<file path="src/pso_pkg.sv">
// ----------------------------------------------------------------------------
// PSO update package
// Widths, reset values, register indexes and pipeline sideband types.
// ----------------------------------------------------------------------------
package pso_pkg;

    localparam int COORD_W    = 32;
    localparam int STEP_W     = 16;
    localparam int FRAC_W     = 16;
    localparam int GAIN_W     = 16;
    localparam int CFG_IDX_W  = 3;
    localparam int CFG_DATA_W = 16;

    // Gains are Q2.14, so a gain times a Q0.16 fraction drops 14 bits.
    localparam int GAIN_FRAC  = 14;
    localparam int RHO_PROD_W = GAIN_W + FRAC_W;
    localparam int RHO_W      = RHO_PROD_W - GAIN_FRAC;

    localparam int DIFF_W     = COORD_W + 1;
    localparam int PW_W       = GAIN_W + 1 + COORD_W;
    localparam int PB_W       = RHO_W + 1 + DIFF_W;
    localparam int ACC_W      = PB_W + 2;
    localparam int VEL_SHIFT  = 16;
    localparam int SH_W       = ACC_W - VEL_SHIFT;

    // Inertia quotient unit.
    localparam int NUM_W      = 32;
    localparam int QUOT_W     = 16;
    localparam int DIV_PER    = 4;
    localparam int DIV_STAGES = QUOT_W / DIV_PER;

    // Wrap remainder unit.
    localparam int MOD_D_W    = DIFF_W;
    localparam int MOD_PER    = 4;
    localparam int MOD_STAGES = (MOD_D_W + MOD_PER - 1) / MOD_PER;
    localparam int MOD_N_W    = MOD_STAGES * MOD_PER;

    localparam int TOTAL_STEPS_RST = 500;
    localparam logic [GAIN_W-1:0] WEIGHT_MIN_RST = 16'd19661;
    localparam logic [GAIN_W-1:0] WEIGHT_MAX_RST = 16'd47828;
    localparam logic [GAIN_W-1:0] COG_GAIN_RST   = 16'd24510;
    localparam logic [GAIN_W-1:0] SOC_GAIN_RST   = 16'd24510;
    localparam logic [STEP_W-1:0] STAGE_RST      = STEP_W'(3 * TOTAL_STEPS_RST / 4);

    typedef enum logic [CFG_IDX_W-1:0] {
        REG_WEIGHT_MIN     = 3'd0,
        REG_WEIGHT_MAX     = 3'd1,
        REG_COGNITIVE_GAIN = 3'd2,
        REG_SOCIAL_GAIN    = 3'd3,
        REG_TOTAL_STEPS    = 3'd4,
        REG_CLAMP_MODE     = 3'd5
    } cfg_reg_t;

    // Fields that ride alongside the inertia quotient and the products.
    typedef struct packed {
        logic                      sel_min;
        logic                      neg;
        logic signed [COORD_W-1:0] position;
        logic signed [COORD_W-1:0] velocity;
        logic signed [COORD_W-1:0] lower_bound;
        logic signed [COORD_W-1:0] upper_bound;
        logic signed [DIFF_W-1:0]  pb_diff;
        logic signed [DIFF_W-1:0]  nb_diff;
        logic [RHO_W-1:0]          rho1;
        logic [RHO_W-1:0]          rho2;
    } upd_side_t;

    // Fields that ride alongside the wrap remainder.
    typedef struct packed {
        logic                      below;
        logic                      above;
        logic                      range_pos;
        logic [COORD_W-1:0]        moved;
        logic [COORD_W-1:0]        vel;
        logic [COORD_W-1:0]        lower_bound;
        logic [COORD_W-1:0]        upper_bound;
    } wrap_side_t;

endpackage

</file>
<file path="src/pso_weight_div.sv">
// ----------------------------------------------------------------------------
// PSO inertia quotient unit
// Pipelined restoring divider for the inertia schedule quotient.
// ----------------------------------------------------------------------------
module pso_weight_div import pso_pkg::*; (
    input  logic              clk,
    input  logic              rst_n,
    input  logic              in_valid,
    output logic              in_ready,
    input  logic [NUM_W-1:0]  num,
    input  logic [QUOT_W-1:0] divisor,
    input  upd_side_t         in_side,
    output logic              out_valid,
    input  logic              out_ready,
    output logic [QUOT_W-1:0] quot,
    output upd_side_t         out_side
);

    localparam int REM_W = NUM_W - QUOT_W;

    logic [DIV_STAGES-1:0] valid_reg;
    logic [REM_W-1:0]      rem_reg  [DIV_STAGES];
    logic [QUOT_W-1:0]     bits_reg [DIV_STAGES];
    upd_side_t             side_reg [DIV_STAGES];

    logic [DIV_STAGES-1:0] valid_src;
    logic [REM_W-1:0]      rem_src   [DIV_STAGES];
    logic [QUOT_W-1:0]     bits_src  [DIV_STAGES];
    upd_side_t             side_src  [DIV_STAGES];
    logic [REM_W-1:0]      rem_next  [DIV_STAGES];
    logic [QUOT_W-1:0]     bits_next [DIV_STAGES];
    logic [DIV_STAGES:0]   rdy;

    // The quotient is known to fit QUOT_W bits, so the upper half of the
    // numerator is already below the divisor and seeds the remainder.
    always_comb
    begin
        valid_src[0] = in_valid;
        rem_src[0]   = num[NUM_W-1:QUOT_W];
        bits_src[0]  = num[QUOT_W-1:0];
        side_src[0]  = in_side;
        for (int s = 1; s < DIV_STAGES; s++)
        begin
            valid_src[s] = valid_reg[s-1];
            rem_src[s]   = rem_reg[s-1];
            bits_src[s]  = bits_reg[s-1];
            side_src[s]  = side_reg[s-1];
        end
    end

    always_comb
    begin
        logic [REM_W:0]    trial;
        logic [REM_W-1:0]  rem_v;
        logic [QUOT_W-1:0] bits_v;
        trial = '0;
        for (int s = 0; s < DIV_STAGES; s++)
        begin
            rem_v  = rem_src[s];
            bits_v = bits_src[s];
            for (int i = 0; i < DIV_PER; i++)
            begin
                trial  = {rem_v, bits_v[QUOT_W-1]};
                bits_v = {bits_v[QUOT_W-2:0], 1'b0};
                if (trial >= {1'b0, divisor})
                begin
                    trial     = trial - {1'b0, divisor};
                    bits_v[0] = 1'b1;
                end
                rem_v = trial[REM_W-1:0];
            end
            rem_next[s]  = rem_v;
            bits_next[s] = bits_v;
        end
    end

    always_comb
    begin
        rdy[DIV_STAGES] = out_ready;
        for (int s = DIV_STAGES - 1; s >= 0; s--)
        begin
            rdy[s] = !valid_reg[s] || rdy[s+1];
        end
    end

    always_ff @(posedge clk or negedge rst_n)
    begin
        if (!rst_n)
        begin
            valid_reg <= '0;
        end
        else
        begin
            for (int s = 0; s < DIV_STAGES; s++)
            begin
                if (rdy[s])
                begin
                    valid_reg[s] <= valid_src[s];
                end
            end
        end
    end

    always_ff @(posedge clk)
    begin
        for (int s = 0; s < DIV_STAGES; s++)
        begin
            if (rdy[s])
            begin
                rem_reg[s]  <= rem_next[s];
                bits_reg[s] <= bits_next[s];
                side_reg[s] <= side_src[s];
            end
        end
    end

    assign in_ready  = rdy[0];
    assign out_valid = valid_reg[DIV_STAGES-1];
    assign quot      = bits_reg[DIV_STAGES-1];
    assign out_side  = side_reg[DIV_STAGES-1];

endmodule

</file>
<file path="config.mk">
export PLATFORM = sky130hd
export DESIGN_NAME = pso_weight_div
export DESIGN_NICKNAME = d
export VERILOG_FILES = /design/src/pso_pkg.sv /design/src/pso_weight_div.sv
export SDC_FILE = /design/constraint.sdc
export NUM_CORES = 1
export LEC_CHECK = 0
export ABC_AREA = 0
export BUFFER_PORTS_ARGS = -buffer_cell sky130_fd_sc_hd__buf_2
export CORE_MARGIN = 3
export CORE_UTILIZATION = 50
export DETAILED_ROUTE_END_ITERATION = 6
export GPL_ROUTABILITY_DRIVEN = 0
export PLACE_DENSITY_LB_ADDON = 0.15
export SYNTH_ARGS = -nofsm -noshare
export SYNTH_HDL_FRONTEND = slang
export SYNTH_SLANG_ARGS = --single-unit
export TNS_END_PERCENT = 50
</file>
<file path="constraint.sdc">
create_clock -name clk -period 35.2 [get_ports clk]
set_input_delay 10.56 -clock clk [delete_from_list [all_inputs] [get_ports clk]]
set_output_delay 10.56 -clock clk [all_outputs]
set_load 0.05 [all_outputs]
</file>
==> impl_metrics.json <==
{
  "synth.most_common_cell": "edfxtp_1",
  "wire_per_inst_um": 21.5,
  "grt_pass1_wl_um": 154000,
  "cts_buffer_depth": 3,
  "period_share": 0.650,
  "fin_skew_ns": 0.0451,
  "synthToLayoutAreaGrowth_pct": 16.8,
  "synth_area_leaders": "edfxtp_1 69%, ha_1 7.1%, mux2_2 3.0%",
  "die-area_um2": 94000,
  "synth_top_area_share": 0.691,
  "die_h_um": 307,
  "htree_levels": 3,
  "cp-end-kind": "output port",
  "fp.dieW_um": 307,
  "syn_avg_cell_area_um2": 15.6,
  "gr-usage-all-layers": 0.214,
  "syn_nets": 3443,
  "cts_tree": "done",
  "num_io_pins": 534,
  "vias": 26700,
  "drtIter0Drc": 2114,
  "ys_types": 85,
  "initial_core_util": 0.508,
  "synthFlopType": "edfxtp_1",
  "postCtsHoldBufs": 0,
  "route.detailed.drc": 0,
  "period_needed_ns": 22.88,
  "path_max_fanout": 53,
  "nets": 4084,
  "worstMarginPinSlew_ns": 1.12,
  "synth_common_cells": "1040 x edfxtp_1, 256 x ha_1, 169 x a21oi_1",
  "yosysWarnings": 0,
  "crit_arrival_ns": 12.32,
  "rsz0062_at_grt": "no",
  "fmax_mhz": 43.7,
  "max_stage_delay_ns": 0.66,
  "grt_pass1_vias": 27000,
  "rows": 109,
  "required_ns": 24.64,
  "path_delay_family": "buffers and inverters",
  "coreArea_um2": 88900,
  "synthCells": 2888,
  "postCtsResizedCells": 0,
  "syn_area_um2": 45200,
  "multi_input_area_um2": 13300,
  "clk_pin_slew_ns": 0.06,
  "firstDrtPassIters": 5,
  "grt_max_degree": 139,
  "postRouteAntennaNets": 0,
  "start_kind": "input port",
  "fin_tns_setup_ns": 0,
  "fill_cells": 6746,
  "antenna_found_initial": 19,
  "cts_buffers": 103,
  "drive_gt1_frac": 0.248,
  "dpl.hpwl_um": 72200,
  "setup_violations": 0,
  "synth-seq-cells": 1044,
  "viasPerCell": 5.58,
  "routed_wirelength_um": 103000,
  "largest_reg_flops": 928,
  "yosysTopAreaCell": "edfxtp_1",
  "cp_common_cell": "buf_2",
  "slew_viol_final": 0,
  "seqCellArea_um2": 31300,
  "path_class": "in -> out",
  "cp_slowest_cell": "nor2b_1",
  "max_cap_viol_count": 0,
  "status": "finished clean",
  "clock_latency_ns": 0.68,
  "hold_violations": 0,
  "relSlewSlack": 0.255,
  "grt-ovfl-total": 0,
  "async_flop_share": 0.00383,
  "crit_chain": "buf_2 > nor2b_1 > nand4_1 > buf_4 > buf_2",
  "worst-path-buf-inv": 3,
  "post_cts_buffers": 0,
  "seq_area_frac_synth": 0.693,
  "clock-sinks": 1044,
  "cts_root_buf": "clkbuf_16",
  "portBuffers": 533,
  "hp-class": "reg -> reg",
  "synth_edf_count": 1040
}
[routing by layer]
layer	wire (um)	track usage
met2	52700	0.379
met3	5530	0.0346
met4	4000	0.0924
met1	40800	0.259
met5	27	0
[final timing paths]
| check | startpoint | endpoint | slack [ns] | depth (start not counted) |
|---|---|---|---|---|
| min in group asynchronous | rst_n | valid_reg[3]$_DFFE_PN0P_ | 9.69 | 1 |
| max in group asynchronous | rst_n | valid_reg[1]$_DFFE_PN0P_ | 25.38 | 1 |
| setup / recovery | out_ready | in_ready | 12.32 | 5 |
| setup reg to reg | rem_reg[0][9]$_DFFE_PP_ | rem_reg[1][15]$_DFFE_PP_ | 23.27 | 41 |
| hold reg to reg | side_reg[1][143]$_DFFE_PP_ | side_reg[2][143]$_DFFE_PP_ | 0.39 | 0 |
| hold / removal | side_reg[1][143]$_DFFE_PP_ | side_reg[2][143]$_DFFE_PP_ | 0.39 | 0 |
[logic make-up after synthesis]
logic type / after synthesis / synth area share
mux: 160 / 0.0409
compound gates: 555 / 0.0810
xor+xnor: 170 / 0.0330
flops: 1044 / 0.693
fa+ha+maj: 271 / 0.0775
buf+inv: 136 / 0.0130
simple gates: 552 / 0.0611
[stage by stage]
| stage | util | hold slack [ns] | std cells | setup slack [ns] | area (um2) |
|---|---|---|---|---|---|
| after floorplan | - | 0.400 | 2888 | 6.25 | 45200 |
| after global placement | 0.556 | 0.400 | 4589 | 12.33 | 49400 |
| after detailed placement | 0.556 | 0.405 | 4589 | 12.32 | 49400 |
| after CTS | 0.593 | 0.395 | 4777 | 12.33 | 52700 |
| after global routing | 0.593 | 0.407 | 4787 | 12.02 | 52700 |
| final | 0.593 | 0.393 | 4792 | 12.32 | 52700 |
[cells in the final DEF, fill, tap and decap left out, drive strengths merged, types with 15 or more instances in the layout]
cell type / synthesis / final
edfxtp: 1040 / 1040
diode: 0 / 15
clkinv: 0 / 49
o21bai: 20 / 20
a21oi: 171 / 171
nand4: 48 / 48
xor2: 49 / 49
a211oi: 24 / 24
o211ai: 15 / 15
o31ai: 16 / 16
nor2: 150 / 150
o21ai: 107 / 107
fa: 15 / 15
nand2b: 24 / 24
ha: 256 / 256
nor3: 57 / 57
xnor2: 121 / 121
buf: 21 / 566
nor2b: 41 / 41
nand2: 112 / 112
nor4: 18 / 18
a21o: 55 / 55
mux2: 141 / 141
clkbuf: 9 / 123
o21a: 54 / 54
mux2i: 19 / 19
nand3: 34 / 34
inv: 106 / 108
[layout make-up]
class                           instances  share of cell area
Sequential cell                      1044               0.594
Multi-Input combinational cell       1708               0.252
Timing Repair Buffer                  566              0.0555
Clock buffer                          123              0.0503
Tap cell                             1165              0.0276
Clock inverter                         65              0.0125
Inverter                              106             0.00769
Antenna cell                           15            0.000712
Power is left out: the tool's default activity adds up to more than one toggle a clock period on the data nets, which glitch-free logic cannot reach.
